==> src/rtl/core/sorb_pkg.sv <==
// Shared types and constants for the sequence reorder buffer.
`default_nettype none

package sorb_pkg;

    localparam int IDX_W      = 32;
    localparam int DESC_W     = 32;
    localparam int AGE_W      = 8;
    localparam int CFG_W      = 6;
    localparam int KIND_W     = 3;
    localparam int APB_ADDR_W = 4;
    localparam int APB_DATA_W = 32;

    localparam logic [AGE_W-1:0] AGE_MAX = {AGE_W{1'b1}};

    localparam logic [1:0] REG_DEPTH_LIMIT    = 2'd0;
    localparam logic [1:0] REG_WAIT_THRESHOLD = 2'd1;
    localparam logic [1:0] REG_RELEASE_ENABLE = 2'd2;

    localparam logic [CFG_W-1:0] DEPTH_LIMIT_RST    = 6'd32;
    localparam logic [CFG_W-1:0] WAIT_THRESHOLD_RST = 6'd32;

    localparam logic [KIND_W-1:0] KIND_IN_ORDER = 3'd0;
    localparam logic [KIND_W-1:0] KIND_GAP_SKIP = 3'd1;
    localparam logic [KIND_W-1:0] KIND_STALE    = 3'd2;
    localparam logic [KIND_W-1:0] KIND_EVICT    = 3'd3;
    localparam logic [KIND_W-1:0] KIND_FLUSH    = 3'd4;

    localparam logic OP_INSERT = 1'b0;
    localparam logic OP_FLUSH  = 1'b1;

    typedef struct packed {
        logic [DESC_W-1:0] descriptor;
        logic [IDX_W-1:0]  index;
    } entry_t;

    typedef struct packed {
        logic [KIND_W-1:0] kind;
        logic [IDX_W-1:0]  index;
        logic [DESC_W-1:0] descriptor;
        logic [IDX_W-1:0]  expected_after;
    } result_t;

    typedef struct packed {
        logic [CFG_W-1:0] depth_limit;
        logic [CFG_W-1:0] wait_threshold;
        logic             release_enable;
    } cfg_t;

    typedef enum logic [2:0] {
        ST_IDLE,
        ST_FIND_START,
        ST_FIND_WAIT,
        ST_DECIDE,
        ST_EMIT,
        ST_INSERT,
        ST_FINAL
    } state_t;

    typedef enum logic [1:0] {
        MODE_EVICT,
        MODE_RELEASE,
        MODE_FLUSH
    } mode_t;

endpackage

`default_nettype wire

==> src/rtl/core/sorb_store.sv <==
// Entry memory with valid bits, ages and free-slot encoder.
`default_nettype none

module sorb_store #(
    parameter int DEPTH = 32,
    localparam int SLOT_W = $clog2(DEPTH)
) (
    input  wire logic                          clk,
    input  wire logic                          rst_n,
    input  wire logic [SLOT_W-1:0]             rd_addr,
    output sorb_pkg::entry_t                   rd_entry,
    output logic                               rd_valid,
    output logic [sorb_pkg::AGE_W-1:0]         rd_age,
    input  wire logic                          ins_en,
    input  wire logic [SLOT_W-1:0]             ins_slot,
    input  wire sorb_pkg::entry_t              ins_entry,
    input  wire logic                          clr_en,
    input  wire logic [SLOT_W-1:0]             clr_slot,
    output logic [SLOT_W-1:0]                  free_slot
);

    sorb_pkg::entry_t                  mem [DEPTH];
    sorb_pkg::entry_t                  rd_entry_reg;
    logic                              rd_valid_reg;
    logic [sorb_pkg::AGE_W-1:0]        rd_age_reg;
    logic [DEPTH-1:0]                  valid_reg;
    logic [DEPTH-1:0]                  valid_next;
    logic [sorb_pkg::AGE_W-1:0]        age_reg  [DEPTH];
    logic [sorb_pkg::AGE_W-1:0]        age_next [DEPTH];

    always_ff @(posedge clk)
    begin
        if (ins_en)
        begin
            mem[ins_slot] <= ins_entry;
        end
        rd_entry_reg <= mem[rd_addr];
    end

    always_comb
    begin
        valid_next = valid_reg;
        for (int i = 0; i < DEPTH; i++)
        begin
            age_next[i] = age_reg[i];
        end
        if (ins_en)
        begin
            for (int i = 0; i < DEPTH; i++)
            begin
                if (valid_reg[i] && (age_reg[i] != sorb_pkg::AGE_MAX))
                begin
                    age_next[i] = age_reg[i] + 1'b1;
                end
            end
            valid_next[ins_slot] = 1'b1;
            age_next[ins_slot]   = '0;
        end
        if (clr_en)
        begin
            valid_next[clr_slot] = 1'b0;
        end
    end

    always_ff @(posedge clk or negedge rst_n)
    begin
        if (!rst_n)
        begin
            valid_reg    <= '0;
            rd_valid_reg <= 1'b0;
            rd_age_reg   <= '0;
            for (int i = 0; i < DEPTH; i++)
            begin
                age_reg[i] <= '0;
            end
        end
        else
        begin
            valid_reg    <= valid_next;
            rd_valid_reg <= valid_reg[rd_addr];
            rd_age_reg   <= age_reg[rd_addr];
            for (int i = 0; i < DEPTH; i++)
            begin
                age_reg[i] <= age_next[i];
            end
        end
    end

    always_comb
    begin
        free_slot = '0;
        for (int i = DEPTH - 1; i >= 0; i--)
        begin
            if (!valid_reg[i])
            begin
                free_slot = SLOT_W'(i);
            end
        end
    end

    assign rd_entry = rd_entry_reg;
    assign rd_valid = rd_valid_reg;
    assign rd_age   = rd_age_reg;

endmodule

`default_nettype wire

==> src/rtl/core/sorb_minscan.sv <==
// Shared compare unit: walks the store one slot a cycle to find the smallest entry.
`default_nettype none

module sorb_minscan #(
    parameter int DEPTH = 32,
    localparam int SLOT_W = $clog2(DEPTH)
) (
    input  wire logic                          clk,
    input  wire logic                          rst_n,
    input  wire logic                          start,
    output logic [SLOT_W-1:0]                  rd_addr,
    input  wire sorb_pkg::entry_t              rd_entry,
    input  wire logic                          rd_valid,
    input  wire logic [sorb_pkg::AGE_W-1:0]    rd_age,
    output logic                               done,
    output logic                               found,
    output logic [SLOT_W-1:0]                  best_slot,
    output sorb_pkg::entry_t                   best_entry
);

    localparam int PTR_W = $clog2(DEPTH + 1);

    logic                              busy_reg;
    logic [PTR_W-1:0]                  ptr_reg;
    logic                              cmp_vld_reg;
    logic                              cmp_last_reg;
    logic [SLOT_W-1:0]                 cmp_slot_reg;
    logic                              found_reg;
    logic                              done_reg;
    logic [SLOT_W-1:0]                 best_slot_reg;
    sorb_pkg::entry_t                  best_entry_reg;
    logic [sorb_pkg::AGE_W-1:0]        best_age_reg;
    logic                              issue;
    logic                              take;

    assign issue = busy_reg && (ptr_reg != PTR_W'(DEPTH));

    assign take = cmp_vld_reg && rd_valid &&
                  (!found_reg ||
                   (rd_entry.index < best_entry_reg.index) ||
                   ((rd_entry.index == best_entry_reg.index) && (rd_age > best_age_reg)));

    always_ff @(posedge clk or negedge rst_n)
    begin
        if (!rst_n)
        begin
            busy_reg     <= 1'b0;
            ptr_reg      <= '0;
            cmp_vld_reg  <= 1'b0;
            cmp_last_reg <= 1'b0;
            cmp_slot_reg <= '0;
            found_reg    <= 1'b0;
            done_reg     <= 1'b0;
        end
        else
        begin
            done_reg     <= cmp_vld_reg && cmp_last_reg;
            cmp_vld_reg  <= issue;
            cmp_last_reg <= (ptr_reg == PTR_W'(DEPTH - 1));
            cmp_slot_reg <= ptr_reg[SLOT_W-1:0];
            if (start)
            begin
                busy_reg  <= 1'b1;
                ptr_reg   <= '0;
                found_reg <= 1'b0;
            end
            else
            begin
                if (issue)
                begin
                    ptr_reg <= ptr_reg + 1'b1;
                end
                if (cmp_vld_reg && cmp_last_reg)
                begin
                    busy_reg <= 1'b0;
                end
                if (take)
                begin
                    found_reg <= 1'b1;
                end
            end
        end
    end

    always_ff @(posedge clk)
    begin
        if (take)
        begin
            best_slot_reg  <= cmp_slot_reg;
            best_entry_reg <= rd_entry;
            best_age_reg   <= rd_age;
        end
    end

    assign rd_addr    = ptr_reg[SLOT_W-1:0];
    assign done       = done_reg;
    assign found      = found_reg;
    assign best_slot  = best_slot_reg;
    assign best_entry = best_entry_reg;

endmodule

`default_nettype wire

==> src/rtl/core/sorb_seq.sv <==
// Sequencer: evict, insert, release and flush steps plus result staging.
`default_nettype none

module sorb_seq #(
    parameter int DEPTH = 32,
    localparam int SLOT_W = $clog2(DEPTH)
) (
    input  wire logic                          clk,
    input  wire logic                          rst_n,
    input  wire sorb_pkg::cfg_t                cfg,
    input  wire logic                          s_tvalid,
    output logic                               s_tready,
    input  wire logic [63:0]                   s_tdata,
    input  wire logic                          s_tuser,
    output logic                               m_tvalid,
    input  wire logic                          m_tready,
    output logic [95:0]                        m_tdata,
    output logic [sorb_pkg::KIND_W-1:0]        m_tuser,
    output logic                               m_tlast,
    output logic                               scan_start,
    input  wire logic                          scan_done,
    input  wire logic                          scan_found,
    input  wire logic [SLOT_W-1:0]             best_slot,
    input  wire sorb_pkg::entry_t              best_entry,
    input  wire logic [SLOT_W-1:0]             free_slot,
    output logic                               ins_en,
    output logic [SLOT_W-1:0]                  ins_slot,
    output sorb_pkg::entry_t                   ins_entry,
    output logic                               clr_en,
    output logic [SLOT_W-1:0]                  clr_slot
);

    localparam int OCC_W = $clog2(DEPTH + 1);
    localparam logic [sorb_pkg::CFG_W-1:0] DEPTH_CFG = sorb_pkg::CFG_W'(DEPTH);

    sorb_pkg::state_t                  state_reg;
    sorb_pkg::state_t                  state_next;
    sorb_pkg::mode_t                   mode_reg;
    sorb_pkg::mode_t                   mode_next;
    sorb_pkg::entry_t                  in_entry_reg;
    logic [OCC_W-1:0]                  occ_reg;
    logic [sorb_pkg::IDX_W-1:0]        exp_reg;
    sorb_pkg::result_t                 res_reg;
    sorb_pkg::result_t                 pend_reg;
    logic                              pend_vld_reg;
    sorb_pkg::result_t                 out_reg;
    logic                              out_last_reg;
    logic                              out_vld_reg;

    logic [sorb_pkg::CFG_W-1:0]        occ_cfg;
    logic [sorb_pkg::CFG_W-1:0]        limit;
    logic                              need_evict;
    logic                              out_free;
    logic                              emit_go;
    logic                              final_go;
    logic                              accept;
    logic                              dec_emit;
    sorb_pkg::result_t                 dec_res;
    logic [sorb_pkg::IDX_W-1:0]        top;
    logic [sorb_pkg::IDX_W-1:0]        top_inc;

    assign occ_cfg    = sorb_pkg::CFG_W'(occ_reg);
    assign limit      = (cfg.depth_limit > DEPTH_CFG) ? DEPTH_CFG : cfg.depth_limit;
    assign need_evict = (occ_reg != '0) && (occ_cfg >= limit);
    assign out_free   = !out_vld_reg || m_tready;
    assign emit_go    = (state_reg == sorb_pkg::ST_EMIT) && (!pend_vld_reg || out_free);
    assign final_go   = (state_reg == sorb_pkg::ST_FINAL) && (!pend_vld_reg || out_free);
    assign accept     = (state_reg == sorb_pkg::ST_IDLE) && s_tvalid;
    assign top        = best_entry.index;
    assign top_inc    = top + 1'b1;

    always_comb
    begin
        dec_emit               = 1'b0;
        dec_res.kind           = sorb_pkg::KIND_EVICT;
        dec_res.index          = best_entry.index;
        dec_res.descriptor     = best_entry.descriptor;
        dec_res.expected_after = exp_reg;
        unique case (mode_reg)
            sorb_pkg::MODE_EVICT:
            begin
                dec_emit = scan_found;
            end
            sorb_pkg::MODE_FLUSH:
            begin
                dec_emit     = scan_found;
                dec_res.kind = sorb_pkg::KIND_FLUSH;
                if (top >= exp_reg)
                begin
                    dec_res.expected_after = top_inc;
                end
            end
            sorb_pkg::MODE_RELEASE:
            begin
                priority if (!scan_found)
                begin
                    dec_emit = 1'b0;
                end
                else if (top == exp_reg)
                begin
                    dec_emit               = 1'b1;
                    dec_res.kind           = sorb_pkg::KIND_IN_ORDER;
                    dec_res.expected_after = top_inc;
                end
                else if (occ_cfg >= cfg.wait_threshold)
                begin
                    dec_emit = 1'b1;
                    if (top < exp_reg)
                    begin
                        dec_res.kind = sorb_pkg::KIND_STALE;
                    end
                    else
                    begin
                        dec_res.kind           = sorb_pkg::KIND_GAP_SKIP;
                        dec_res.expected_after = top_inc;
                    end
                end
                else
                begin
                    dec_emit = 1'b0;
                end
            end
            default:
            begin
                dec_emit = 1'b0;
            end
        endcase
    end

    always_comb
    begin
        state_next = state_reg;
        mode_next  = mode_reg;
        unique case (state_reg)
            sorb_pkg::ST_IDLE:
            begin
                if (s_tvalid)
                begin
                    if (s_tuser == sorb_pkg::OP_FLUSH)
                    begin
                        mode_next  = sorb_pkg::MODE_FLUSH;
                        state_next = cfg.release_enable ? sorb_pkg::ST_FIND_START
                                                        : sorb_pkg::ST_IDLE;
                    end
                    else if (need_evict)
                    begin
                        mode_next  = sorb_pkg::MODE_EVICT;
                        state_next = sorb_pkg::ST_FIND_START;
                    end
                    else
                    begin
                        mode_next  = sorb_pkg::MODE_RELEASE;
                        state_next = sorb_pkg::ST_INSERT;
                    end
                end
            end
            sorb_pkg::ST_FIND_START:
            begin
                state_next = sorb_pkg::ST_FIND_WAIT;
            end
            sorb_pkg::ST_FIND_WAIT:
            begin
                if (scan_done)
                begin
                    state_next = sorb_pkg::ST_DECIDE;
                end
            end
            sorb_pkg::ST_DECIDE:
            begin
                state_next = dec_emit ? sorb_pkg::ST_EMIT : sorb_pkg::ST_FINAL;
            end
            sorb_pkg::ST_EMIT:
            begin
                if (emit_go)
                begin
                    state_next = (mode_reg == sorb_pkg::MODE_EVICT) ? sorb_pkg::ST_INSERT
                                                                    : sorb_pkg::ST_FIND_START;
                end
            end
            sorb_pkg::ST_INSERT:
            begin
                mode_next  = sorb_pkg::MODE_RELEASE;
                state_next = cfg.release_enable ? sorb_pkg::ST_FIND_START
                                                : sorb_pkg::ST_FINAL;
            end
            sorb_pkg::ST_FINAL:
            begin
                if (final_go)
                begin
                    state_next = sorb_pkg::ST_IDLE;
                end
            end
            default:
            begin
                state_next = sorb_pkg::ST_IDLE;
            end
        endcase
    end

    always_comb
    begin
        s_tready   = (state_reg == sorb_pkg::ST_IDLE);
        scan_start = (state_reg == sorb_pkg::ST_FIND_START);
        ins_en     = (state_reg == sorb_pkg::ST_INSERT);
        ins_slot   = free_slot;
        ins_entry  = in_entry_reg;
        clr_en     = emit_go;
        clr_slot   = best_slot;
    end

    always_ff @(posedge clk or negedge rst_n)
    begin
        if (!rst_n)
        begin
            state_reg    <= sorb_pkg::ST_IDLE;
            mode_reg     <= sorb_pkg::MODE_RELEASE;
            occ_reg      <= '0;
            exp_reg      <= '0;
            pend_vld_reg <= 1'b0;
            out_vld_reg  <= 1'b0;
            out_last_reg <= 1'b0;
        end
        else
        begin
            state_reg <= state_next;
            mode_reg  <= mode_next;
            if (out_vld_reg && m_tready)
            begin
                out_vld_reg <= 1'b0;
            end
            if (emit_go)
            begin
                exp_reg      <= res_reg.expected_after;
                occ_reg      <= occ_reg - 1'b1;
                pend_vld_reg <= 1'b1;
                if (pend_vld_reg)
                begin
                    out_vld_reg  <= 1'b1;
                    out_last_reg <= 1'b0;
                end
            end
            if (state_reg == sorb_pkg::ST_INSERT)
            begin
                occ_reg <= occ_reg + 1'b1;
            end
            if (final_go && pend_vld_reg)
            begin
                pend_vld_reg <= 1'b0;
                out_vld_reg  <= 1'b1;
                out_last_reg <= 1'b1;
            end
        end
    end

    always_ff @(posedge clk)
    begin
        if (accept)
        begin
            in_entry_reg <= sorb_pkg::entry_t'(s_tdata);
        end
        if (state_reg == sorb_pkg::ST_DECIDE)
        begin
            res_reg <= dec_res;
        end
        if (emit_go)
        begin
            pend_reg <= res_reg;
        end
        if ((emit_go || final_go) && pend_vld_reg)
        begin
            out_reg <= pend_reg;
        end
    end

    assign m_tvalid = out_vld_reg;
    assign m_tdata  = {out_reg.expected_after, out_reg.descriptor, out_reg.index};
    assign m_tuser  = out_reg.kind;
    assign m_tlast  = out_last_reg;

`ifndef SYNTHESIS
    a_occ_bound: assert property (@(posedge clk) disable iff (!rst_n)
        occ_reg <= OCC_W'(DEPTH))
        else $error("occupancy above store depth");

    a_idle_no_pend: assert property (@(posedge clk) disable iff (!rst_n)
        (state_reg == sorb_pkg::ST_IDLE) |-> !pend_vld_reg)
        else $error("held result left over at idle");

    a_evict_found: assert property (@(posedge clk) disable iff (!rst_n)
        ((state_reg == sorb_pkg::ST_DECIDE) && (mode_reg == sorb_pkg::MODE_EVICT))
        |-> scan_found)
        else $error("evict scan found no entry");

    a_insert_room: assert property (@(posedge clk) disable iff (!rst_n)
        (state_reg == sorb_pkg::ST_INSERT) |-> (occ_reg < OCC_W'(DEPTH)))
        else $error("insert into full store");

    a_emit_nonempty: assert property (@(posedge clk) disable iff (!rst_n)
        emit_go |-> (occ_reg != '0))
        else $error("emit from empty store");
`endif

endmodule

`default_nettype wire

==> src/rtl/core/sequence_reorder_buffer.sv <==
// Top level of the sequence reorder buffer: register port, store, scan unit, sequencer.
// Each search for the smallest entry walks the store one slot a cycle.
// One item is worked at a time; the next is taken while the final result waits at the output.
// rst_n is asynchronous: valid bits, ages, occupancy and expected index clear, registers reload.
`default_nettype none

module sequence_reorder_buffer #(
    parameter int STORE_DEPTH = 32
) (
    input  wire logic                                clk,
    input  wire logic                                rst_n,
    input  wire logic                                psel,
    input  wire logic                                penable,
    input  wire logic                                pwrite,
    input  wire logic [sorb_pkg::APB_ADDR_W-1:0]     paddr,
    input  wire logic [sorb_pkg::APB_DATA_W-1:0]     pwdata,
    output logic [sorb_pkg::APB_DATA_W-1:0]          prdata,
    output logic                                     pready,
    input  wire logic                                s_tvalid,
    output logic                                     s_tready,
    input  wire logic [63:0]                         s_tdata,   // sequence index, descriptor
    input  wire logic                                s_tuser,   // operation
    output logic                                     m_tvalid,
    input  wire logic                                m_tready,
    output logic [95:0]                              m_tdata,   // out_index, out_descriptor,
                                                                // expected_after
    output logic [sorb_pkg::KIND_W-1:0]              m_tuser,   // kind
    output logic                                     m_tlast
);

    localparam int SLOT_W = $clog2(STORE_DEPTH);

    logic [sorb_pkg::CFG_W-1:0]        depth_limit_reg;
    logic [sorb_pkg::CFG_W-1:0]        wait_threshold_reg;
    logic                              release_enable_reg;
    sorb_pkg::cfg_t                    cfg;
    logic                              cfg_wr;
    logic [1:0]                        reg_sel;

    logic [SLOT_W-1:0]                 rd_addr;
    sorb_pkg::entry_t                  rd_entry;
    logic                              rd_valid;
    logic [sorb_pkg::AGE_W-1:0]        rd_age;
    logic                              ins_en;
    logic [SLOT_W-1:0]                 ins_slot;
    sorb_pkg::entry_t                  ins_entry;
    logic                              clr_en;
    logic [SLOT_W-1:0]                 clr_slot;
    logic [SLOT_W-1:0]                 free_slot;
    logic                              scan_start;
    logic                              scan_done;
    logic                              scan_found;
    logic [SLOT_W-1:0]                 best_slot;
    sorb_pkg::entry_t                  best_entry;

    assign pready  = 1'b1;
    assign cfg_wr  = psel && penable && pwrite;
    assign reg_sel = paddr[3:2];

    always_ff @(posedge clk or negedge rst_n)
    begin
        if (!rst_n)
        begin
            depth_limit_reg    <= sorb_pkg::DEPTH_LIMIT_RST;
            wait_threshold_reg <= sorb_pkg::WAIT_THRESHOLD_RST;
            release_enable_reg <= 1'b0;
        end
        else if (cfg_wr)
        begin
            unique case (reg_sel)
                sorb_pkg::REG_DEPTH_LIMIT:    depth_limit_reg    <= pwdata[sorb_pkg::CFG_W-1:0];
                sorb_pkg::REG_WAIT_THRESHOLD: wait_threshold_reg <= pwdata[sorb_pkg::CFG_W-1:0];
                sorb_pkg::REG_RELEASE_ENABLE: release_enable_reg <= pwdata[0];
                default:
                begin
                end
            endcase
        end
    end

    always_comb
    begin
        unique case (reg_sel)
            sorb_pkg::REG_DEPTH_LIMIT:    prdata = sorb_pkg::APB_DATA_W'(depth_limit_reg);
            sorb_pkg::REG_WAIT_THRESHOLD: prdata = sorb_pkg::APB_DATA_W'(wait_threshold_reg);
            sorb_pkg::REG_RELEASE_ENABLE: prdata = sorb_pkg::APB_DATA_W'(release_enable_reg);
            default:                      prdata = '0;
        endcase
    end

    assign cfg.depth_limit    = depth_limit_reg;
    assign cfg.wait_threshold = wait_threshold_reg;
    assign cfg.release_enable = release_enable_reg;

    sorb_store #(
        .DEPTH (STORE_DEPTH)
    ) u_store (
        .clk       (clk),
        .rst_n     (rst_n),
        .rd_addr   (rd_addr),
        .rd_entry  (rd_entry),
        .rd_valid  (rd_valid),
        .rd_age    (rd_age),
        .ins_en    (ins_en),
        .ins_slot  (ins_slot),
        .ins_entry (ins_entry),
        .clr_en    (clr_en),
        .clr_slot  (clr_slot),
        .free_slot (free_slot)
    );

    sorb_minscan #(
        .DEPTH (STORE_DEPTH)
    ) u_minscan (
        .clk        (clk),
        .rst_n      (rst_n),
        .start      (scan_start),
        .rd_addr    (rd_addr),
        .rd_entry   (rd_entry),
        .rd_valid   (rd_valid),
        .rd_age     (rd_age),
        .done       (scan_done),
        .found      (scan_found),
        .best_slot  (best_slot),
        .best_entry (best_entry)
    );

    sorb_seq #(
        .DEPTH (STORE_DEPTH)
    ) u_seq (
        .clk        (clk),
        .rst_n      (rst_n),
        .cfg        (cfg),
        .s_tvalid   (s_tvalid),
        .s_tready   (s_tready),
        .s_tdata    (s_tdata),
        .s_tuser    (s_tuser),
        .m_tvalid   (m_tvalid),
        .m_tready   (m_tready),
        .m_tdata    (m_tdata),
        .m_tuser    (m_tuser),
        .m_tlast    (m_tlast),
        .scan_start (scan_start),
        .scan_done  (scan_done),
        .scan_found (scan_found),
        .best_slot  (best_slot),
        .best_entry (best_entry),
        .free_slot  (free_slot),
        .ins_en     (ins_en),
        .ins_slot   (ins_slot),
        .ins_entry  (ins_entry),
        .clr_en     (clr_en),
        .clr_slot   (clr_slot)
    );

endmodule

`default_nettype wire

==> config.mk <==
export PLATFORM = sky130hd
export DESIGN_NAME = sequence_reorder_buffer
export DESIGN_NICKNAME = d
export VERILOG_FILES = /design/src/rtl/core/sorb_pkg.sv /design/src/rtl/core/sorb_store.sv /design/src/rtl/core/sorb_minscan.sv /design/src/rtl/core/sorb_seq.sv /design/src/rtl/core/sequence_reorder_buffer.sv
export SDC_FILE = /design/constraint.sdc
export NUM_CORES = 2
export LEC_CHECK = 0
export BUFFER_PORTS_ARGS = -buffer_cell sky130_fd_sc_hd__buf_2
export CAP_MARGIN = 40
export CORE_MARGIN = 5
export CORE_UTILIZATION = 36
export DETAILED_ROUTE_END_ITERATION = 10
export GPL_ROUTABILITY_DRIVEN = 0
export GPL_TIMING_DRIVEN = 0
export PLACE_DENSITY_LB_ADDON = 0.2
export SLEW_MARGIN = 20
export SYNTH_ARGS = -nofsm -noshare
export SYNTH_HDL_FRONTEND = slang
export SYNTH_HIERARCHICAL = 1
export SYNTH_SLANG_ARGS = --single-unit
==> constraint.sdc <==
create_clock -name clk -period 5.6 [get_ports clk]
set_input_delay 1.12 -clock clk [delete_from_list [all_inputs] [get_ports clk]]
set_output_delay 1.12 -clock clk [all_outputs]
set_load 0.02 [all_outputs]
Yosys cells after proc, flatten, opt, wreduce, memory -nomap -nowiden
Memories as Yosys holds them, arrays and structs flattened. A register that Yosys moved wholly into a read port is not among the register bits.
Index checks and enable logic that the tools add are counted.
Word-level totals
  flip-flop bits (word level): 810
  bits in latches: 0
  RAM bits: 2048
  memory bits (read-only): 0
  word-level logic and storage cells: 414
  memories kept: 1
Operators by class
  add/sub/neg operators: 36
  $mul: 0
  divide/modulo/power cells: 0
  magnitude comparators: 15
  equality and inequality tests: 50
  shift-type cells: 0
  mux-type cells: 160
  bitwise logic cells: 7
  reductions and logical operators: 75
Memories
  u_store.mem: words 32, width 64, rd ports 1, clocked after memory_dff 1, wr ports 1, line sorb_store.sv:22  | sorb_pkg::entry_t mem [DEPTH];
Operator list (count)
  8-bit two-way mux: 67
  8-bit by 1-bit adder with 8-bit output (second input constant): 32
  256-bit bitwise AND: 1
  8-bit inequality test (second input constant): 32
  256-bit NOT: 1
  32-bit two-way mux: 7
  5-bit two-way mux: 32
  32-bit equality test: 2
  32-bit less-than comparator: 2
  32-bit case mux with 2 select lines: 1
  1-bit logical AND: 49
  8-bit binary-select mux with 5-bit select: 1
  8-bit demux with 5-bit select: 1
  3-bit two-way mux: 11
  32-bit by 1-bit adder with 32-bit output (second input constant): 1
  32-bit bitwise AND: 1
  32-bit >= comparator: 1
  32-bit NOT: 1
  32-bit OR: 1
  6-bit two-way mux: 5
  1-bit two-way mux: 23
  3-bit case mux with 7 select lines: 1
  5-bit by 6-bit less-than comparator with 1-bit output (second input constant): 3
  6-bit case mux with 3 select lines: 1
  other kinds (33): 66

Depth between registers and ports, before layout
  depth after elaboration: 40
  mapped depth: 12

Hierarchy
The synthesis kept the hierarchy.
By module, submodules not included
  sorb_store: instances 1, cells each 5508, area each 96134.7 µm², sequential area each 70212.3 µm²
  sorb_seq: instances 1, cells each 879, area each 15247.1 µm², sequential area each 11992.8 µm²
  sorb_minscan: instances 1, cells each 274, area each 3955.0 µm², sequential area each 2712.6 µm²
  sequence_reorder_buffer: instances 1, cells each 75, area each 857.1 µm², sequential area each 327.8 µm²

Worst setup path before layout
OpenSTA, ideal clock, no wires.
  path kind: input to register
  start: in m_tready
  end: reg u_seq.out_last_reg (netlist: u_seq/m_tlast)
  library setup time: 0.086 ns
  arrival: 6.054 ns
  data required time: 5.514 ns
  slack: -0.540 ns
  stages on the path: 3
  cells stage by stage: nor2b_1 nor2_1 mux2_2
On the way
  cells in the longest elaborated chain, start to end: 6
  elaborated cells between the ends (all ways): 9
RTL lines
  start, declared: line sequence_reorder_buffer.sv:24  | input wire logic m_tready,
  1-bit logical OR (*): line sorb_seq.sv:65  | assign out_free = !out_vld_reg || m_tready;
  1-bit logical OR (*): line sorb_seq.sv:66, sorb_seq.sv:67
  1-bit logical AND: line sorb_seq.sv:67  | assign final_go = (state_reg == sorb_pkg::ST_FINAL) && (!pend_vld_reg || out_free);
  1-bit logical AND: line sorb_seq.sv:246  | if (final_go && pend_vld_reg)
  2-bit nonzero test (no line)
  2-bit AND reduction (no line)
  end signal, assigned: line sorb_seq.sv:221  | out_last_reg <= 1'b0;
  end signal, assigned: line sorb_seq.sv:239  | out_last_reg <= 1'b0;
  end signal, assigned: line sorb_seq.sv:250  | out_last_reg <= 1'b1;
  end, declared: line sorb_seq.sv:47  | logic out_last_reg;
Every way passes the cells marked *; elsewhere a longest branch is shown, timed or not.
A chain may end at the register's enable or synchronous reset.

==> run metrics <==
status=complete, no violations; drc violations=0; Logic pwr share=0.5%; Total GRT Usage=20.4%; Sw Pwr=8.66 mW; gate count of the mapped netlist=6736; Final min period=4.23 ns; crit-path max FO=10; #FFs+latches synth=2922; number of enable flip-flop cells after synthesis=2486; FF-to-FF Start=u_minscan/ptr_reg[1]; clk sinks=2922; critical path endpoint=u_store/rd_entry[28]; synthesized area per cell=17.2 sq um; Port Buf Inserts=185; final hold vios=0; Routed Antenna Nets=0; post-synth top area share=64.2%; Worst-Margin Slew=0.941 ns; # rows=208; most common cell after layout, fill and taps aside=edfxtp_1; RSZ-0062 raised after global routing=false; I/O pins=243; Reg clk slew, reported paths=0.06 ns; skew final=0.0696 ns; Critical Path Sink Type=flop; Vias/cell=5.45; Hold WS=0.196 ns; Yosys top cell by area=edfxtp_1; total congestion overflow=0; Die Span X=578 um; Largest register FFs=2048; pin count of the biggest net entering global routing=84; Initial DRC Count=6703; Cell Int Power=35.7 mW; DP HPWL=245000 um; MaxCap Viol Count=0; clk_lat worst skew=0.87 ns; CTS tree=yes; final setup fails=0; Final period util=75.5%; Synth Warn #=6; CP Data Required Time=6.09 ns; DP Area=0.128 sq mm; first-pass GRT wire length=491000 um; CP startpoint=u_minscan/ptr_reg[1]; CTS Buf Count=315; Core Area=0.321 sq mm; Post-CTS Hold Fix Bufs=0; Hold WC Path Type=in2async; Reg-to-Reg End=u_store/rd_entry[28]; DR pass1 iterations=6; reg2reg path depth=8; register area share after synthesis=73.4%; crit path launch type=flop; drt wl/cell=28.9 um; CTS H-Tree Depth=5; Mapped Area=0.116 sq mm; worst rel slew slack=37.2%; Clock power frac=46.8%; crit path DAT=4.72 ns; sw frac=19.5%; Slew Limit Fails=0; CTS max path bufs=4; register-to-register setup slack=1.37 ns; Setup Buffers After CTS=0; Top FF cell, synth=edfxtp_1; share of cells above drive strength 1=19.8%; Synth area leaders=edfxtp_1 64%, dfrtp_1 7.9%, mux4_2 5.7%, mux2i_1 4.7%, a22oi_1 2.1%; Initial Util=36.2%; Root Buffer=clkbuf_16; via count=66000; post-CTS sizing=0; full die area=0.334 sq mm; pwr/cell area=321 mW/mm^2; DIE HEIGHT=578 um; Post-Route Utilization=43.1%; Async S/R FF share, synth=12.7%; fin area=0.138 sq mm; initial antenna violation count=24; Nets=7783; Flop pwr share=52.6%; Layout area overhead=19.1%; Detailed Route WL=350000 um; Worst VDD drop=0.000264 V; critical path class=reg2reg; vias in the first global route=65100; Static Leakage=45.7 nW; fmax=0.236 GHz; Synth cell types=91; most frequent cells in the layout=2486 x edfxtp_1, 551 x mux2i_1, 369 x dfrtp_1
## routing by layer
metal	share of wire (%)	GRT usage [%]
met1	44	29.1
met2	47	32.6
met3	7.0	3.51
met4	2.8	5.37
met5	0.012	0
## synth_stat cells (27+ instances only)
| master | count |
|---|---|
| xnor2_1 | 146 |
| mux2i_1 | 551 |
| mux4_2 | 292 |
| o2111a_1 | 30 |
| a21oi_1 | 199 |
| a211oi_1 | 69 |
| edfxtp_1 | 2486 |
| nand3_1 | 234 |
| nand2_1 | 207 |
| dfxtp_1 | 64 |
| inv_1 | 132 |
| o21bai_1 | 33 |
| dfrtp_1 | 369 |
| ha_1 | 127 |
| clkbuf_1 | 120 |
| xor2_1 | 91 |
| a22oi_1 | 330 |
| nor2_1 | 354 |
| nor2b_1 | 77 |
| buf_2 | 101 |
| nand4_1 | 138 |
| or4_1 | 27 |
| and3_1 | 102 |
| buf_4 | 87 |
| o21ai_0 | 64 |
## power groups by stage
stage	Combinational [mW]	Clock, mW	Sequential (mW)
floorplan	0.118	0	23.8
global placement	0.231	0	23.8
detailed placement	0.244	0	23.8
CTS	0.246	21.2	23.3
global route	0.272	22.1	23.3
finish	0.239	20.8	23.3
## cell type report
type | count | area (sq um)
plain buffers | 336 | 1920
multi-input cells | 3371 | 28800
clock inverters | 137 | 1480
repair buffers | 469 | 6210
fillers | 28400 | 183000
clock buffers | 427 | 8780
well taps | 4305 | 5390
diodes | 13 | 32.5
flip-flops and latches | 2922 | 85200
inverters | 132 | 508
## worst min path at each step
stage                                     from                       end  slack [ns]  cells after the start
after floorplan           u_store/rd_entry[32]  u_minscan/best_entry[32]        0.39                      0
after global placement    u_store/rd_entry[38]  u_minscan/best_entry[38]        0.39                      0
after detailed placement  u_store/rd_entry[59]  u_minscan/best_entry[59]        0.39                      0
after CTS                                rst_n      u_store/age_reg[194]        0.17                      1
after global routing                     rst_n      u_store/age_reg[194]        0.21                      1
final                                    rst_n      u_store/age_reg[194]        0.20                      1
## worst max-delay path: stages, from the launching register on
cell and delay [ns]:
dfrtp_1 0.53, buf_4 0.23, buf_2 0.36, buf_2 0.50, buf_16 0.22, buf_2 0.44, mux2_2 0.40, o2111ai_1 0.59
nand4_1 0.57
## stage by stage
| stage | power (mW) | cells | setup TNS, ns | setup WS, ns |
|---|---|---|---|---|
| 2_1_floorplan | 23.9 | 6761 | 0 | 1.22 |
| 3_3_place_gp | 24.0 | 11300 | -4571.76 | -4.70 |
| 3_5_place_dp | 24.0 | 11500 | 0 | 1.29 |
| 4_1_cts | 44.8 | 12100 | 0 | 1.39 |
| 5_1_grt | 45.7 | 12100 | 0 | 1.35 |
| 6_report | 44.4 | 12100 | 0 | 1.37 |
## kinds of logic after synthesis
logic type,Yosys count,share of synthesized area (%)
AO/OA/AOI/OAI,857,5.31
flip-flops,2922,73.4
buffers and inverters,468,2.04
adder cells (fa/ha/maj),128,1.38
multiplexers,863,10.6
AND/OR/NAND/NOR,1259,5.48
other,2,0.00646
XOR/XNOR,237,1.79
No activity file was read; power rests on OpenSTA's default activity.
